**src/rtl/core/job_queue_with_cancel_unit_assert.svh**
```systemverilog
// ----------------------------------------------------------------------------
// job queue assertion macros
// shared property forms for the job queue checks, clocked on clk, off in rst
// ----------------------------------------------------------------------------
`ifndef JOB_QUEUE_WITH_CANCEL_UNIT_ASSERT_SVH
`define JOB_QUEUE_WITH_CANCEL_UNIT_ASSERT_SVH

// condition that holds at every edge
`define JQC_ASSERT_ALWAYS(lbl, cond) \
  lbl: assert property (@(posedge clk) disable iff (rst) (cond)) \
    else $error("job queue check failed");

// same-cycle implication
`define JQC_ASSERT_IMPL(lbl, ante, cons) \
  lbl: assert property (@(posedge clk) disable iff (rst) (ante) |-> (cons)) \
    else $error("job queue check failed");

// next-cycle implication
`define JQC_ASSERT_NEXT(lbl, ante, cons) \
  lbl: assert property (@(posedge clk) disable iff (rst) (ante) |=> (cons)) \
    else $error("job queue check failed");

`endif

```
**src/rtl/core/jqc_pkg.sv**
```systemverilog
// ----------------------------------------------------------------------------
// jqc_pkg
// sizes, codes, job record type and slot arithmetic for the job queue
// ----------------------------------------------------------------------------
package jqc_pkg;

  localparam int DEPTH     = 16;
  localparam int PAGE_BITS = 16;
  localparam int SLOT_W    = (DEPTH > 1) ? $clog2(DEPTH) : 1;
  localparam int CNT_W     = $clog2(DEPTH + 1);

  localparam logic [2:0] OP_INSERT  = 3'd0;
  localparam logic [2:0] OP_CANCEL  = 3'd1;
  localparam logic [2:0] OP_CONSUME = 3'd2;
  localparam logic [2:0] OP_LIST    = 3'd3;
  localparam logic [2:0] OP_CLEAR   = 3'd4;

  localparam logic [2:0] STAT_OK        = 3'd0;
  localparam logic [2:0] STAT_EMPTY     = 3'd1;
  localparam logic [2:0] STAT_FULL      = 3'd2;
  localparam logic [2:0] STAT_BAD_POS   = 3'd3;
  localparam logic [2:0] STAT_BAD_PAGES = 3'd4;

  typedef struct packed {
    logic [63:0]          name;
    logic [31:0]          kind;
    logic [PAGE_BITS-1:0] pages;
  } job_t;

  // store slot of queue position k (0-based) from the head slot
  function automatic logic [SLOT_W-1:0] slot_of(input logic [SLOT_W-1:0] head,
                                                input logic [CNT_W-1:0]  k);
    logic [CNT_W:0] s;
    s = (CNT_W+1)'(head) + (CNT_W+1)'(k);
    if (s >= (CNT_W+1)'(DEPTH)) begin
      s = s - (CNT_W+1)'(DEPTH);
    end
    return SLOT_W'(s);
  endfunction

endpackage

```
**src/rtl/core/jqc_ram.sv**
```systemverilog
// ----------------------------------------------------------------------------
// jqc_ram
// job record store: one write port, one read port with registered read data
// ----------------------------------------------------------------------------
module jqc_ram import jqc_pkg::*; (
  input  logic              clk,
  input  logic              we,
  input  logic [SLOT_W-1:0] waddr,
  input  job_t              wdata,
  input  logic              re,
  input  logic [SLOT_W-1:0] raddr,
  output job_t              rdata
);

  job_t mem [DEPTH];

  always_ff @(posedge clk) begin
    if (we) begin
      mem[waddr] <= wdata;
    end
  end

  // read data holds while no read is issued
  always_ff @(posedge clk) begin
    if (re) begin
      rdata <= mem[raddr];
    end
  end

endmodule

```
**src/rtl/core/job_queue_with_cancel_unit.sv**
```systemverilog
// ----------------------------------------------------------------------------
// job_queue_with_cancel_unit
// Bounded job queue of 16 jobs (name, type tag, page count) kept in one
// record memory with a running job count and page total. One item is worked
// at a time; a result waits in an output register while the next item is
// taken. Insert, clear and every rejected item go straight to emit; consume
// reads the head record, then emits; cancel at position p reads that record,
// moves each later job one place forward, then emits; list gives one result
// per cycle once the first read returns, while the output is not stalled.
// Opcodes 5 to 7 are taken and give no result. Output stalls hold the unit.
// ----------------------------------------------------------------------------
module job_queue_with_cancel_unit import jqc_pkg::*; (
  input  logic         clk,
  input  logic         rst,
  input  logic         s_tvalid,
  output logic         s_tready,
  // job_name[63:0], job_type[95:64], page_count[111:96],
  // cancel_position[116:112], zero fill
  input  logic [119:0] s_tdata,
  // opcode[2:0]
  input  logic [2:0]   s_tuser,
  output logic         m_tvalid,
  input  logic         m_tready,
  // entry_position[4:0], out_job_name[68:5], out_job_type[100:69],
  // out_page_count[116:101], queue_length[121:117], pages_total[141:122],
  // zero fill
  output logic [143:0] m_tdata,
  // status[2:0]
  output logic [2:0]   m_tuser,
  // last_result
  output logic         m_tlast
);

  typedef enum logic [4:0] {
    ST_IDLE  = 5'b00001,
    ST_CAP   = 5'b00010,
    ST_SHIFT = 5'b00100,
    ST_LIST  = 5'b01000,
    ST_EMIT  = 5'b10000
  } state_t;

  state_t state, state_next;
  logic [SLOT_W-1:0] head, head_next;
  logic [CNT_W-1:0]  count, count_next;
  logic [19:0]       psum, psum_next;
  logic [CNT_W-1:0]  idx, idx_next;
  logic [2:0]        op, op_next;
  job_t              res, res_next;
  logic [2:0]        res_status, res_status_next;
  logic [4:0]        res_pos, res_pos_next;

  logic [2:0]        out_status;
  logic [4:0]        out_pos;
  job_t              out_job;
  logic [4:0]        out_len;
  logic [19:0]       out_total;
  logic              out_last;

  logic              load_out;
  logic [2:0]        ld_status;
  logic [4:0]        ld_pos;
  job_t              ld_job;
  logic              ld_last;

  logic              we, re;
  logic [SLOT_W-1:0] waddr, raddr;
  job_t              wdata, rdata;

  logic [2:0]           opcode;
  logic [4:0]           cancel_pos;
  logic [PAGE_BITS-1:0] page_in;
  job_t                 in_job;
  logic                 in_acc, slot_free, ins_ok;

  assign opcode       = s_tuser;
  assign cancel_pos   = s_tdata[116:112];
  assign page_in      = PAGE_BITS'(s_tdata[111:96]);
  assign in_job.name  = s_tdata[63:0];
  assign in_job.kind  = s_tdata[95:64];
  assign in_job.pages = page_in;

  assign s_tready  = (state == ST_IDLE);
  assign in_acc    = s_tvalid && s_tready;
  assign slot_free = !m_tvalid || m_tready;
  assign ins_ok    = in_acc && (opcode == OP_INSERT) && (page_in != '0)
                     && (count != CNT_W'(DEPTH));

  jqc_ram u_ram (
    .clk   (clk),
    .we    (we),
    .waddr (waddr),
    .wdata (wdata),
    .re    (re),
    .raddr (raddr),
    .rdata (rdata)
  );

  always_comb begin
    state_next      = state;
    head_next       = head;
    count_next      = count;
    psum_next       = psum;
    idx_next        = idx;
    op_next         = op;
    res_next        = res;
    res_status_next = res_status;
    res_pos_next    = res_pos;
    we              = 1'b0;
    waddr           = slot_of(head, count);
    wdata           = in_job;
    re              = 1'b0;
    raddr           = head;
    load_out        = 1'b0;
    ld_status       = res_status;
    ld_pos          = res_pos;
    ld_job          = res;
    ld_last         = 1'b1;

    case (state)
      ST_IDLE: begin
        if (in_acc) begin
          res_next        = '0;
          res_pos_next    = '0;
          res_status_next = STAT_EMPTY;
          op_next         = opcode;
          case (opcode)
            OP_INSERT: begin
              state_next = ST_EMIT;
              if (page_in == '0) begin
                res_status_next = STAT_BAD_PAGES;
              end else if (count == CNT_W'(DEPTH)) begin
                res_status_next = STAT_FULL;
              end else begin
                we              = 1'b1;
                count_next      = count + 1'b1;
                psum_next       = psum + 20'(page_in);
                res_next        = in_job;
                res_status_next = STAT_OK;
                res_pos_next    = 5'(count + 1'b1);
              end
            end
            OP_CANCEL: begin
              if (count == '0) begin
                state_next = ST_EMIT;
              end else if (cancel_pos == '0 || int'(cancel_pos) > int'(count)) begin
                res_status_next = STAT_BAD_POS;
                state_next      = ST_EMIT;
              end else begin
                re           = 1'b1;
                raddr        = slot_of(head, CNT_W'(cancel_pos - 5'd1));
                idx_next     = CNT_W'(cancel_pos - 5'd1);
                res_pos_next = cancel_pos;
                state_next   = ST_CAP;
              end
            end
            OP_CONSUME: begin
              if (count == '0) begin
                state_next = ST_EMIT;
              end else begin
                re           = 1'b1;
                raddr        = head;
                res_pos_next = 5'd1;
                state_next   = ST_CAP;
              end
            end
            OP_LIST: begin
              if (count == '0) begin
                state_next = ST_EMIT;
              end else begin
                re         = 1'b1;
                raddr      = head;
                idx_next   = '0;
                state_next = ST_LIST;
              end
            end
            OP_CLEAR: begin
              state_next = ST_EMIT;
              if (count != '0) begin
                count_next      = '0;
                psum_next       = '0;
                head_next       = '0;
                res_status_next = STAT_OK;
              end
            end
            default: begin
            end
          endcase
        end
      end
      ST_CAP: begin
        res_next        = rdata;
        res_status_next = STAT_OK;
        psum_next       = psum - 20'(rdata.pages);
        if (op == OP_CONSUME) begin
          head_next  = (head == SLOT_W'(DEPTH - 1)) ? '0 : head + 1'b1;
          count_next = count - 1'b1;
          state_next = ST_EMIT;
        end else if (idx + 1'b1 < count) begin
          re         = 1'b1;
          raddr      = slot_of(head, idx + 1'b1);
          state_next = ST_SHIFT;
        end else begin
          count_next = count - 1'b1;
          state_next = ST_EMIT;
        end
      end
      ST_SHIFT: begin
        // close the gap: move the record read last cycle one place forward
        we       = 1'b1;
        waddr    = slot_of(head, idx);
        wdata    = rdata;
        idx_next = idx + 1'b1;
        if ((CNT_W+1)'(idx) + (CNT_W+1)'(2) < (CNT_W+1)'(count)) begin
          re    = 1'b1;
          raddr = slot_of(head, CNT_W'((CNT_W+1)'(idx) + (CNT_W+1)'(2)));
        end else begin
          count_next = count - 1'b1;
          state_next = ST_EMIT;
        end
      end
      ST_LIST: begin
        ld_status = STAT_OK;
        ld_pos    = 5'(idx + 1'b1);
        ld_job    = rdata;
        ld_last   = (idx + 1'b1 == count);
        if (slot_free) begin
          load_out = 1'b1;
          if (idx + 1'b1 == count) begin
            state_next = ST_IDLE;
          end else begin
            idx_next = idx + 1'b1;
            re       = 1'b1;
            raddr    = slot_of(head, idx + 1'b1);
          end
        end
      end
      ST_EMIT: begin
        if (slot_free) begin
          load_out   = 1'b1;
          state_next = ST_IDLE;
        end
      end
      default: begin
        state_next = ST_IDLE;
      end
    endcase
  end

  always_ff @(posedge clk) begin
    if (rst) begin
      state    <= ST_IDLE;
      head     <= '0;
      count    <= '0;
      psum     <= '0;
      m_tvalid <= 1'b0;
    end else begin
      state <= state_next;
      head  <= head_next;
      count <= count_next;
      psum  <= psum_next;
      if (load_out) begin
        m_tvalid <= 1'b1;
      end else if (m_tready) begin
        m_tvalid <= 1'b0;
      end
    end
  end

  always_ff @(posedge clk) begin
    idx        <= idx_next;
    op         <= op_next;
    res        <= res_next;
    res_status <= res_status_next;
    res_pos    <= res_pos_next;
    if (load_out) begin
      out_status <= ld_status;
      out_pos    <= ld_pos;
      out_job    <= ld_job;
      out_len    <= 5'(count_next);
      out_total  <= psum_next;
      out_last   <= ld_last;
    end
  end

  assign m_tdata = {2'b00, out_total, out_len, 16'(out_job.pages), out_job.kind,
                    out_job.name, out_pos};
  assign m_tuser = out_status;
  assign m_tlast = out_last;

`include "job_queue_with_cancel_unit_assert.svh"

  `JQC_ASSERT_ALWAYS(a_count_bound, count <= CNT_W'(DEPTH))
  `JQC_ASSERT_IMPL(a_load_slot_free, load_out, !m_tvalid || m_tready)
  `JQC_ASSERT_IMPL(a_shift_in_range, state == ST_SHIFT, idx + 1'b1 < count)
  `JQC_ASSERT_NEXT(a_insert_grows, ins_ok, count == $past(count) + 1'b1)

endmodule

```
**config.mk**
```make
export PLATFORM = sky130hd
export DESIGN_NAME = job_queue_with_cancel_unit
export DESIGN_NICKNAME = d
export VERILOG_FILES = /design/src/rtl/core/jqc_pkg.sv /design/src/rtl/core/jqc_ram.sv /design/src/rtl/core/job_queue_with_cancel_unit.sv
export VERILOG_INCLUDE_DIRS = /design/src /design/src/rtl/core
export SDC_FILE = /design/constraint.sdc
export NUM_CORES = 2
export LEC_CHECK = 0
export BUFFER_PORTS_ARGS = -buffer_cell sky130_fd_sc_hd__buf_2
export CORE_ASPECT_RATIO = 1.5
export CORE_MARGIN = 3
export CORE_UTILIZATION = 45
export CTS_BUF_LIST = sky130_fd_sc_hd__clkbuf_16
export CTS_CLUSTER_SIZE = 24
export DETAILED_ROUTE_END_ITERATION = 8
export GPL_TIMING_DRIVEN = 0
export PLACE_DENSITY = 0.65
export SETUP_SLACK_MARGIN = 0.02
export SYNTH_ARGS = -nofsm -noshare
export SYNTH_HDL_FRONTEND = slang
export SYNTH_SLANG_ARGS = --single-unit
```
**constraint.sdc**
```tcl
create_clock -name clk -period 11.4 [get_ports clk]
set_input_delay 2.28 -clock clk [delete_from_list [all_inputs] [get_ports clk]]
set_output_delay 2.28 -clock clk [all_outputs]
set_load 0.03 [all_outputs]
```
==> summary.md <==
| Metric | Value |
|---|---|
| Status | `complete, no violations` |
| DR WL/cell | `24.8 microns` |
| Drt via density | `5.79` |
| Avg Cell Area, Syn | `13.0 sq um` |
| Worst r2r src | `idx[0]$_DFFE_PP_` |
| Combinational Power Share | `3.7%` |
| Final instance area | `0.105 sq mm` |
| Synthesized instance count | `7,018` |
| Worst-path maximum fanout | `10` |
| Switching Share | `21.3%` |
| Core Area | `0.201 sq mm` |
| Crit path cell chain | `buf_2 > ha_1 > and4_1 > a221o_1 > a21oi_1 > and4_1 > a2111o_1 > buf_2 > clkbuf_1 > clkbuf_1 > a221oi_1 > o211ai_1 > o221ai_1 > nor3_1` |
| Synth unique cells | `80` |
| DP Worst Slack | `4.04 ns` |
| Die area | `0.208 sq mm` |
| Yosys warns | `0` |
| Tot Pwr | `16.5 mW` |
| Ys flop type | `edfxtp_1` |
| Clock Latency Late Sink | `0.87 ns` |
| Flop pwr share | `55.1%` |
| Minimum clock period | `6.56 ns` |
| Hold Path Class | `register to register` |
| Cell internal pwr | `13.0 mW` |
| WS Path Type | `primary input to register` |
| Clk buf depth | `3` |
| Worst-path clk slew | `0.06 ns` |
| Rows | `201` |
| Layout cells sized above 1 | `11.7%` |
| Synthesized area | `0.0913 sq mm` |
| Critical path's slowest cell | `clkbuf_1` |
| Final Worst Setup Slack | `4.84 ns` |
| Critical Path Start Type | `primary input` |
| CTS tree | `built` |
| Register area share after synthesis | `72.4%` |
| Async set-reset flop share out of synthesis | `0%` |
| Rel. slew slack | `7.50%` |
| Cts hold-fix bufs | `0` |
| WL final | `258 mm` |
| Hold Vio Cnt, Final | `0` |
| Syn-to-layout area delta | `14.6%` |
| Detail Placement HPWL | `177 mm` |
| Starting Density | `45.4%` |
| Maxcap violations | `0` |
| Number of synthesized flops with an enable pin | `2,178` |
| Die W | `374 microns` |
| Critical path data arrival time | `7.20 ns` |
| Fill cells | `16,700` |
| Switching power | `3.52 mW` |
| CTS HTree Levels | `4` |
| Flops & latches, synth | `2,213` |
| Nets@finish | `7,787` |
| DRT iter0 DRCs | `7,552` |
| Clock buffer count from CTS | `201` |
| Clock power share | `41.2%` |
| Post-cts sizing count | `0` |
| GP Congestion | `0.913` |
| Register area | `0.0661 sq mm` |
| Commonest non-fill, non-tap cell in the layout | `edfxtp_1` |
| Layout Cells excl Fill | `10,400` |
| Setup Viol. Count Final | `0` |
| Pin count of the biggest net entering global routing | `51` |
| DRC | `0` |
| CP peak stage delay | `0.88 ns` |
| PortBufs | `270` |
| Unrepaired setup endpoints after global routing | `no` |
| Tightest Pin Transition | `1.39 ns` |
| Dpl cells | `10,000` |
| Initial antenna violation count | `19` |
| Tcrit/Tclk final | `57.6%` |
| Leakage power | `37.2 nW` |
| Die Ht | `558 microns` |
| Worst Setup SP | `s_tdata[116]` |
| Critical Path End Type | `register` |
| Via count | `60,200` |
| Root Driver | `clkbuf_16` |
| Critical Path RT | `12.04 ns` |
| IO Count | `277` |
| Reg2reg end | `u_ram.rdata[43]$_DFFE_PP_` |
| All-Layer GR Usage | `24.2%` |
| Global-route wire length before repair | `379 mm` |
| Worst VDD drop | `0.172 mV` |
| Area of the multi-input gates | `0.0229 sq mm` |
| Most frequent cells in the layout | `edfxtp_1 (2,178), nor2_1 (1,386), nand2_1 (1,120), buf_2 (417), clkbuf_1 (243)` |
| Placed inst area | `0.0980 sq mm` |
| Peak Freq | `152 MHz` |
| Hold slack | `0.512 ns` |
| Total grt overflow | `0` |
| Max Slew Vio Count | `0` |
| Post-DRT Antenna Nets | `0` |
| Final setup skew | `0.0323 ns` |
| Drt first pass iters | `8` |
| PD cells | `158 mW/mm^2` |
| FF-to-FF path depth | `16` |
| Setup bufs post-CTS | `0` |
| End of the critical path | `u_ram.rdata[33]$_DFFE_PP_` |
| Flop2flop setup slack | `5.21 ns` |
| Vias in the first global route | `58,900` |
| Clock Sinks | `2,213` |
-- power groups by stage --
stage | clock, mW | combinational [mW] | sequential [mW]
floorplan | 0 | 0.281 | 9.35
detailed placement | 0 | 0.602 | 9.28
global route | 7.22 | 0.661 | 9.11
finish | 6.82 | 0.611 | 9.11
CTS | 6.89 | 0.606 | 9.11
global placement | 0 | 0.559 | 9.31
-- routing by layer --
layer	routed length (microns)	up-vias	GRT usage [%]
li1	-	27100	-
met1	100000	29700	31.6
met2	124000	2955	40.0
met3	22200	473	4.00
met4	11400	10	10.7
met5	67	-	0
-- cells by family after synthesis --
kind of cell	after synthesis	share of synthesized area, %
AND/OR/NAND/NOR	3014	13.6
flip-flops	2213	72.4
AO/OA/AOI/OAI	1023	8.51
buffers and inverters	525	2.67
multiplexers	120	1.32
adder cells (fa/ha/maj)	73	1.05
XOR/XNOR	49	0.470
other	1	0.00411
-- worst min path at each step --
stage	depth (start not counted)	start	to	slack (ns)
after global placement	2	res[26]$_DFFE_PP_	m_tdata[79]$_DFFE_PP_	0.50
after global routing	2	res[100]$_DFFE_PP_	m_tdata[57]$_DFFE_PP_	0.53
after floorplan	2	psum[9]$_SDFF_PP0_	psum[9]$_SDFF_PP0_	0.47
final	2	res[22]$_DFFE_PP_	m_tdata[75]$_DFFE_PP_	0.51
after CTS	2	psum[9]$_SDFF_PP0_	psum[9]$_SDFF_PP0_	0.51
after detailed placement	2	res[88]$_DFFE_PP_	m_tdata[45]$_DFFE_PP_	0.50
-- flip-flops by register name, indices dropped and copies added (netlist names) --
signal / count
out_pos: 5
out_total: 20
state: 5
psum: 20
u_ram.mem: 1792
m_tlast: 1
m_tdata: 112
u_ram.rdata: 112
res_status: 3
idx: 5
res_pos: 5
count: 5
head: 4
op: 3
out_len: 5
m_tvalid: 1
m_tuser: 3
res: 112
-- synth_stat cells (54+ instances only) --
cell	count	area [sq um]
o221ai_1	116	1020
nor2_1	1403	5270
o22ai_1	130	813
inv_1	54	203
o21ai_0	164	821
o211ai_1	116	871
buf_2	147	736
mux2i_1	119	1190
and3_1	228	1430
clkbuf_1	253	950
nor3_1	132	661
a221oi_1	222	1940
ha_1	67	838
edfxtp_1	2178	65400
nand2_1	1121	4210
a32o_1	111	1110
-- layout make-up --
cell class,count,share of cell area (%)
diodes,11,0.0263
well taps,2639,3.16
repair buffers,365,3.03
clock buffers,205,4.90
multi-input cells,4281,21.9
clock inverters,171,1.43
flip-flops and latches,2213,63.2
inverters,55,0.197
plain buffers,470,2.14
-- stage by stage --
stage	utilization, %	setup TNS, ns
5_1_grt	52.1	0
6_report	52.1	0
3_5_place_dp	48.8	0
3_3_place_gp	47.8	-7053.24
4_1_cts	52.1	0
2_1_floorplan	-	0
-- critical path, delay by kind of cell --
family | cells | cell delay [ns]
compound gates | 6 | 1.80
buf+inv | 4 | 1.78
simple gates | 3 | 1.00
fa+ha+maj | 1 | 0.32
Power figures use the tool's default switching activity.
